$ cat src/rtl/core/mkmr_sorter.sv
// Hit list as a rotating chain of slots that picks hits in exchange-sort order.
`timescale 1ns / 1ps
module mkmr_sorter #(
    parameter int N  = 64,
    parameter int IW = 6,
    parameter int CW = 5
) (
    input  logic                 i_clk,
    input  logic                 i_load,
    input  logic [N-1:0][CW-1:0] i_scores,
    input  logic [N-1:0]         i_hit,
    input  logic                 i_step,
    input  logic                 i_take,
    output logic                 o_any,
    output logic [IW-1:0]        o_idx,
    output logic [CW-1:0]        o_score,
    output logic                 o_left
);

    // Each slot holds valid, index and score. A head register plays the part
    // of the current sort position. Every step moves slot 0 past the head and
    // around to the tail; a strictly better slot trades places with the head,
    // exactly like one compare-exchange of the sort. Once every slot has
    // passed the head, the chain is back in place and the head holds the
    // next hit in sorted order. An empty head counts as lower than every hit.
    logic [N-1:0]         r_v;
    logic [N-1:0][IW-1:0] r_i;
    logic [N-1:0][CW-1:0] r_s;
    logic                 r_hv;
    logic [IW-1:0]        r_hi;
    logic [CW-1:0]        r_hs;
    logic                 swap;

    assign swap = r_v[0] && (!r_hv || r_s[0] > r_hs);

    always_ff @(posedge i_clk) begin
        if (i_load) begin
            for (int k = 0; k < N; k++) begin
                r_v[k] <= i_hit[k];
                r_i[k] <= IW'(k);
                r_s[k] <= i_scores[k];
            end
            r_hv <= 1'b0;
            r_hi <= '0;
            r_hs <= '0;
        end else if (i_step) begin
            r_v <= {(swap ? r_hv : r_v[0]), r_v[N-1:1]};
            r_i <= {(swap ? r_hi : r_i[0]), r_i[N-1:1]};
            r_s <= {(swap ? r_hs : r_s[0]), r_s[N-1:1]};
            if (swap) begin
                r_hv <= r_v[0];
                r_hi <= r_i[0];
                r_hs <= r_s[0];
            end
        end else if (i_take) begin
            r_hv <= 1'b0;
        end
    end

    assign o_any   = r_hv;
    assign o_idx   = r_hi;
    assign o_score = r_hs;
    assign o_left  = |r_v;

endmodule

$ cat config.mk
export PLATFORM = sky130hd
export DESIGN_NAME = mkmr_sorter
export DESIGN_NICKNAME = d
export VERILOG_FILES = /design/src/rtl/core/mkmr_sorter.sv
export SDC_FILE = /design/constraint.sdc
export NUM_CORES = 1
export LEC_CHECK = 0
export BUFFER_PORTS_ARGS = -buffer_cell sky130_fd_sc_hd__buf_2
export CAP_MARGIN = 20
export CORE_UTILIZATION = 57
export DETAILED_ROUTE_END_ITERATION = 8
export MAX_ROUTING_LAYER = met4
export PLACE_DENSITY = 0.79
export SYNTH_ARGS = -nofsm -noshare
export SYNTH_HDL_FRONTEND = slang
export SYNTH_SLANG_ARGS = --single-unit
$ cat constraint.sdc
create_clock -name i_clk -period 15.7 [get_ports i_clk]
set_clock_uncertainty 0.05 [all_clocks]
set_input_delay 3.925 -clock i_clk [delete_from_list [all_inputs] [get_ports i_clk]]
set_output_delay 3.925 -clock i_clk [all_outputs]
set_load 0.005 [all_outputs]
==> metrics.md, run 1 <==
| Metric | Value |
|---|---|
| Run status | `completed` |
| Synth Area in XOR/XNOR | `0%` |
| First-pass GRT wire length | `between 90000 and 100000 µm` |
| Postcts setup bufs | `0` |
| Synth Instances | `around 2200` |
| Iteration-0 DRC Markers | `between 800 and 900` |
| Syn Std Cell Area | `30300 µm²` |
| Top-count cell post-synth | `dfxtp_1` |
| Slew Limit Headroom | `25.2%` |
| Post-synthesis sequential area ratio | `64.2%` |
| Synth Area in Compound Gates | `less than 1%` |
| CTS clock-pin slew for the worst setup and hold paths | `around 60 ps` |
| Period utilization | `49.3%` |
| Detail Route Antenna Nets | `0` |
| Hold Crit Class | `reg -> reg` |
| CP startpoint kind | `input port` |
| Pin count of the biggest net entering global routing | `about 150` |
| Design Power | `0.00463 W` |
| Vias in the first global route | `~18000` |
| Routed wire length | `just over 60000 µm` |
| GPL Wtd Cong | `around 0.86` |
| Most common cell on crit path | `buf_4` |
| CTS tree | `yes` |
| Filler cells | `between 3000 and 4000` |
| Total number of vias | `~18000` |
| CTS Buf Count | `slightly below 80` |
| Power density cells | `about 130 nW/µm²` |
| Main combinational cell family by area after synthesis | `multiplexers` |
| Post-Syn Nets | `2553` |
| CP max stage cell | `buf_4` |
| CTS H-tree depth | `3` |
| Register Area | `just under 20000 µm²` |
| Dpl hpwl | `40200 µm` |
| P_leak | `14.8 nW` |
| Peak Freq | `129 MHz` |
| Cell variety after synth | `27` |
| Simple-Gate Fraction of Synth Area | `approximately 5.7%` |
| Synth area leaders | `edfxtp_1, dfxtp_1, mux2_2` |
| Top_reg_cell synth | `dfxtp_1` |
| CP endpoint kind | `flop` |
| Hold Buf Count CTS | `0` |
| Die width | `about 230 µm` |
| Adder-cell area share of the yosys netlist | `less than 1%` |
| Clock latency on the worst-skew pair | `610 ps` |
| Pre-antenna DRT Iters | `5` |
| Final nets | `~2900` |
| Post-synthesis mux area share | `between 20% and 30%` |
| Maximum clock insertion buffer count | `3` |
| Top cell type by total area after synthesis | `edfxtp_1` |
| Seq cells post-synth | `780` |
| Async SR Flop Fraction | `0%` |
| CP peak stage delay | `960 ps` |
| Max-slew violations | `0` |
| Setup CP Type | `in -> reg` |
| CP max FO | `between 100 and 150` |
| Sink Count | `between 700 and 800` |
| Routed length per instance | `~19 µm` |
| Clock root buffer | `clkbuf_16` |
| Final Critical Period | `around 7700 ps` |
| Vias per cell | `5.32` |
| Post-route DRC violation count | `0` |
| Warnings from Yosys | `0` |
| # IOs | `about 400` |
| Die height | `approximately 230 µm` |
| Worst-Margin Slew | `1120 ps` |
| Rows | `84` |
| Area occupied by multi-input gates | `about 10000 µm²` |
| RSZ-0062 raised after global routing | `no` |
| Commonest cells post-synth | `dfxtp_1, mux2i_1, edfxtp_1` |
| P&R area growth vs syn | `17.2%` |
| CP cell instances | `buf_8 > inv_4 > nand2_4 > buf_4 > buf_4` |
| Core Box Area | `between 50000 and 60000 µm²` |
| Max Cap Viol | `0` |
| Initial antenna violation count | `48` |
| Post-synth EDFFs | `384` |
| Port bufs | `400` |
| Final Setup Violations | `0` |
| Ratio of cells with drive above 1 in the final layout | `a little over a third` |
| Final TNS setup | `0 ps` |
| Avg Cell Area, Syn | `around 14 µm²` |
| Final Hold Viols | `0` |
| CTS resizes | `0` |
| Gr ovfl total | `0` |
| Worst EP required | `around 16000 ps` |
| Worst vdd ir | `0.000102 V` |
| WP data arrival | `between 7000 and 8000 ps` |
| Total Die Area | `54100 µm²` |
| GRT Overall Usage | `approximately 23%` |
| Initial Util | `between 50% and 60%` |
| Yosys top cell area share | `approximately two fifths` |
[kinds of logic after synthesis]
kind of cell             after synthesis
multiplexers                         772
AND/OR/NAND/NOR                      436
buffers and inverters                142
AO/OA/AOI/OAI                         25
adder cells (fa/ha/maj)                5
flip-flops                           780
[final timing paths]
path | startpoint | to | slack (ps) | depth (start not counted)
worst min-delay path | r_i[360]$_SDFFE_PP0P_ | r_i[354]$_SDFFE_PP1P_ | 400 | 2
worst min register to register | r_i[360]$_SDFFE_PP0P_ | r_i[354]$_SDFFE_PP1P_ | 400 | 2
worst max-delay path | i_load | r_s[63]$_DFFE_PP_ | 7960 | 5
worst max register to register | o_score[1]$_SDFFE_PP0P_ | r_s[316]$_DFFE_PP_ | 13200 | 7
[per-stage QoR]
stage / hold WS (ps) / setup WS [ps] / instance area (µm²) / util [%] / cells
floorplan: 391 / 2190 / 30300 / - / 2160
global placement: 403 / 7440 / 32700 / 62.2 / 3129
detailed placement: 409 / 7340 / 32700 / 62.2 / 3129
CTS: 402 / 8000 / 35400 / 67.3 / 3269
global route: 432 / 7620 / 35500 / 67.6 / 3314
finish: 404 / 7960 / 35500 / 67.6 / 3320
[worst max-delay path, delay by kind of cell]
kind          cells  cell delay (ps)
buf+inv           4             2840
simple gates      1              890
[layout make-up]
class | count | share of cell area [%]
flip-flops and latches | 780 | 54.8
inverters | 9 | 0.102
well taps | 688 | 2.42
multi-input cells | 1238 | 28.7
diodes | 50 | 0.352
clock inverters | 33 | 1.14
clock buffers | 107 | 6.42
repair buffers | 415 | 6.13
[flip-flops by register name, summed over array words and instances (netlist names)]
name,cells
r_s,320
o_idx,6
r_v,64
r_i,384
o_any,1
o_score,5
[cells in the final DEF (no fill, tap or decap), types with 11 or more instances in the layout]
master	n
edfxtp_1	384
dfxtp_1	396
clkbuf_8	11
o21ai_1	11
diode_2	50
mux2_2	378
clkbuf_1	11
buf_2	398
nor4_1	16
clkbuf_16	83
mux2i_1	394
buf_4	12
nand2_1	196
clkinv_2	12
nor2_1	210
[where the power goes]
group	switching, W	internal [W]
clock network	0.000768	0.00115
logic	0.000155	0.000180
registers	0.0000669	0.00231
[per-layer routing]
layer | track usage, % | routed length, µm | up-vias
met1 | 27.6 | 25500 | 8571
li1 | - | - | 8549
met4 | 7.74 | 1650 | 0
met3 | 7.08 | 4550 | 114
met5 | - | 0 | -
met2 | 37.4 | 29900 | 442
Power figures use the tool's default switching activity.
==> inputs of run 2 (changes only) <==
Settings changed: CORE_UTILIZATION 57 to 52, PLACE_DENSITY 0.79 to 0.76.
Clock period 15.7 ns to 6.2 ns, I/O delays scaled along.
==> metrics.md, run 2 (same netlist as run 1, synthesis figures left out) <==
| Metric | Value |
|---|---|
| CTS H-tree depth | `3` |
| P_leak | `around 15 nW` |
| Rows | `88` |
| Reg2reg end | `r_s[317]$_DFFE_PP_` |
| Iteration-0 DRC Markers | `about 950` |
| Period utilization | `63.7%` |
| Ratio of cells with drive above 1 in the final layout | `about 35%` |
| Total Die Area | `approximately 59000 µm²` |
| Port bufs | `400` |
| Die width | `243 µm` |
| Largest registers | `r_i x384, r_s x320, r_v x64` |
| Postcts setup bufs | `0` |
| Sink Count | `slightly below 800` |
| Final nets | `2919` |
| Power density cells | `around 320 nW/µm²` |
| CTS tree | `yes` |
| Hold Crit Class | `reg -> reg` |
| Cell-internal power | `0.00889 W` |
| Worst r2r src | `r_s[2]$_DFFE_PP_` |
| Worst vdd ir | `around 0.00026 V` |
| Final Critical Period | `about 4000 ps` |
| WP data arrival | `between 2000 and 2500 ps` |
| Filler cells | `about 4400` |
| Leading cell types in the layout, fill and taps excluded | `buf_2, dfxtp_1, mux2i_1` |
| CTS Buf Count | `between 70 and 80` |
| CP startpoint kind | `flop` |
| Routed wire length | `just over 60000 µm` |
| Switch Pwr | `0.00247 W` |
| Hold path depth | `2` |
| GPL Wtd Cong | `just under 0.9` |
| Setup CP Type | `reg -> out` |
| Worst EP required | `~4600 ps` |
| Clock power frac | `39.6%` |
| Net Sw Frac | `21.7%` |
| Die height | `243 µm` |
| CTS clock-pin slew for the worst setup and hold paths | `around 60 ps` |
| RSZ-0062 raised after global routing | `no` |
| Hold Buf Count CTS | `0` |
| CP endpoint kind | `output port` |
| First-pass GRT wire length | `roughly 95000 µm` |
| CTS resizes | `0` |
| Sequential power share | `between 50% and 60%` |
| Max-slew violations | `0` |
| Peak Freq | `around 250 MHz` |
| Dpl hpwl | `just over 40000 µm` |
| Initial Util | `between 50% and 60%` |
| P&R area growth vs syn | `16.9%` |
| Slew Limit Headroom | `between 30% and 40%` |
| Comb power frac | `7.5%` |
| Final TNS setup | `0 ps` |
| Initial antenna violation count | `38` |
| Total number of vias | `approximately 17000` |
| # IOs | `401` |
| Pre-antenna DRT Iters | `4` |
| Final Hold Viols | `0` |
| Reg2reg setup slack | `roughly 3600 ps` |
| Vias per cell | `approximately 5` |
| Most common cell after layout, fill and taps aside | `buf_2` |
| Maximum clock insertion buffer count | `3` |
| Hold Crit Start | `r_i[381]$_SDFFE_PP1P_` |
| Pin count of the biggest net entering global routing | `192` |
| Routed length per instance | `roughly 18 µm` |
| Post-route DRC violation count | `0` |
| Max Cap Viol | `0` |
| Post-route insts no fill | `3394` |
| Post-placement cell count | `3210` |
| Run status | `completed` |
| Worst-Margin Slew | `1000 ps` |
| Gr ovfl total | `0` |
| GRT Overall Usage | `a little over a fifth` |
| Max reg flops | `around 380` |
| Top reg by flops | `r_i` |
| Final Setup Violations | `0` |
| Clock latency on the worst-skew pair | `approximately 610 ps` |
| Detail Route Antenna Nets | `0` |
| CP max FO | `2` |
| Vias in the first global route | `between 15000 and 20000` |
| Hold Path Sink | `r_i[375]$_SDFFE_PP1P_` |
| Reg2Reg Depth | `6` |
| Core Box Area | `~58000 µm²` |
| Clock root buffer | `clkbuf_16` |
[run 2: cell types whose count changed in the layout (fill, tap and decap cells not counted), moves of 5 or more]
cell,before,now
clkinv_1,3,9
bufinv_16,8,3
clkbuf_8,11,3
buf_12,2,7
diode_2,50,40
clkbuf_1,11,27
[run 2: worst max path at each step]
stage / slack (ps) / depth (start not counted) / to / start
final: 2250 / 4 / o_left / r_v[42]$_DFFE_PP_
after global routing: 2120 / 4 / o_left / r_v[60]$_DFFE_PP_
after CTS: 2110 / 4 / o_left / r_v[42]$_DFFE_PP_
after detailed placement: 2020 / 4 / r_s[121]$_DFFE_PP_ / i_step
after global placement: 2090 / 4 / r_s[19]$_DFFE_PP_ / i_step
after floorplan: 1100 / 4 / r_s[0]$_DFFE_PP_ / i_load
[run 2: critical path, cell delays in order (launching register included)]
cell      delay [ps]
edfxtp_1         400
nor4_1           580
nand4_1          130
or4_1            480
buf_2            160
[run 2: per-stage QoR]
stage | instance area [µm²] | hold slack (ps) | worst slack, ps | util, % | power (W)
after global routing | 35400 | 436 | 2120 | 61.4 | 0.0118
after detailed placement | 32900 | 409 | 2020 | 57.0 | 0.00697
after floorplan | 30300 | 391 | 1100 | - | 0.00668
final | 35400 | 414 | 2250 | 61.4 | 0.0114
after global placement | 32900 | 403 | 2090 | 57.0 | 0.00693
after CTS | 35300 | 419 | 2110 | 61.2 | 0.0115
[run 2: layout make-up]
class / count / area [µm²] / share of cell area, %
sequential: 780 / 19500 / 54.9
inverter: 9 / 36.3 / 0.102
clock buffer: 113 / 2180 / 6.16
timing repair buffer: 418 / 2240 / 6.34
multi-input combinational: 1238 / 10200 / 28.8
tap: 765 / 957 / 2.70
clock inverter: 31 / 248 / 0.699
antenna: 40 / 100 / 0.283
[run 2: layer usage]
metal / wire (µm) / up-vias / global-route usage [%]
met1: 26300 / 8426 / 25.1
met5: 0 / - / -
met3: 4100 / 100 / 6.30
met4: 1360 / 0 / 6.47
li1: - / 8548 / -
met2: 29400 / 379 / 33.6
[run 2: power by group through the flow]
| stage | Clock, W | Combinational, W | Sequential, W |
|---|---|---|---|
| 6_report | 0.00450 | 0.000850 | 0.00601 |
| 3_3_place_gp | 0 | 0.000820 | 0.00611 |
| 4_1_cts | 0.00460 | 0.000859 | 0.00601 |
| 2_1_floorplan | 0 | 0.000622 | 0.00605 |
| 5_1_grt | 0.00481 | 0.000930 | 0.00605 |
| 3_5_place_dp | 0 | 0.000852 | 0.00612 |
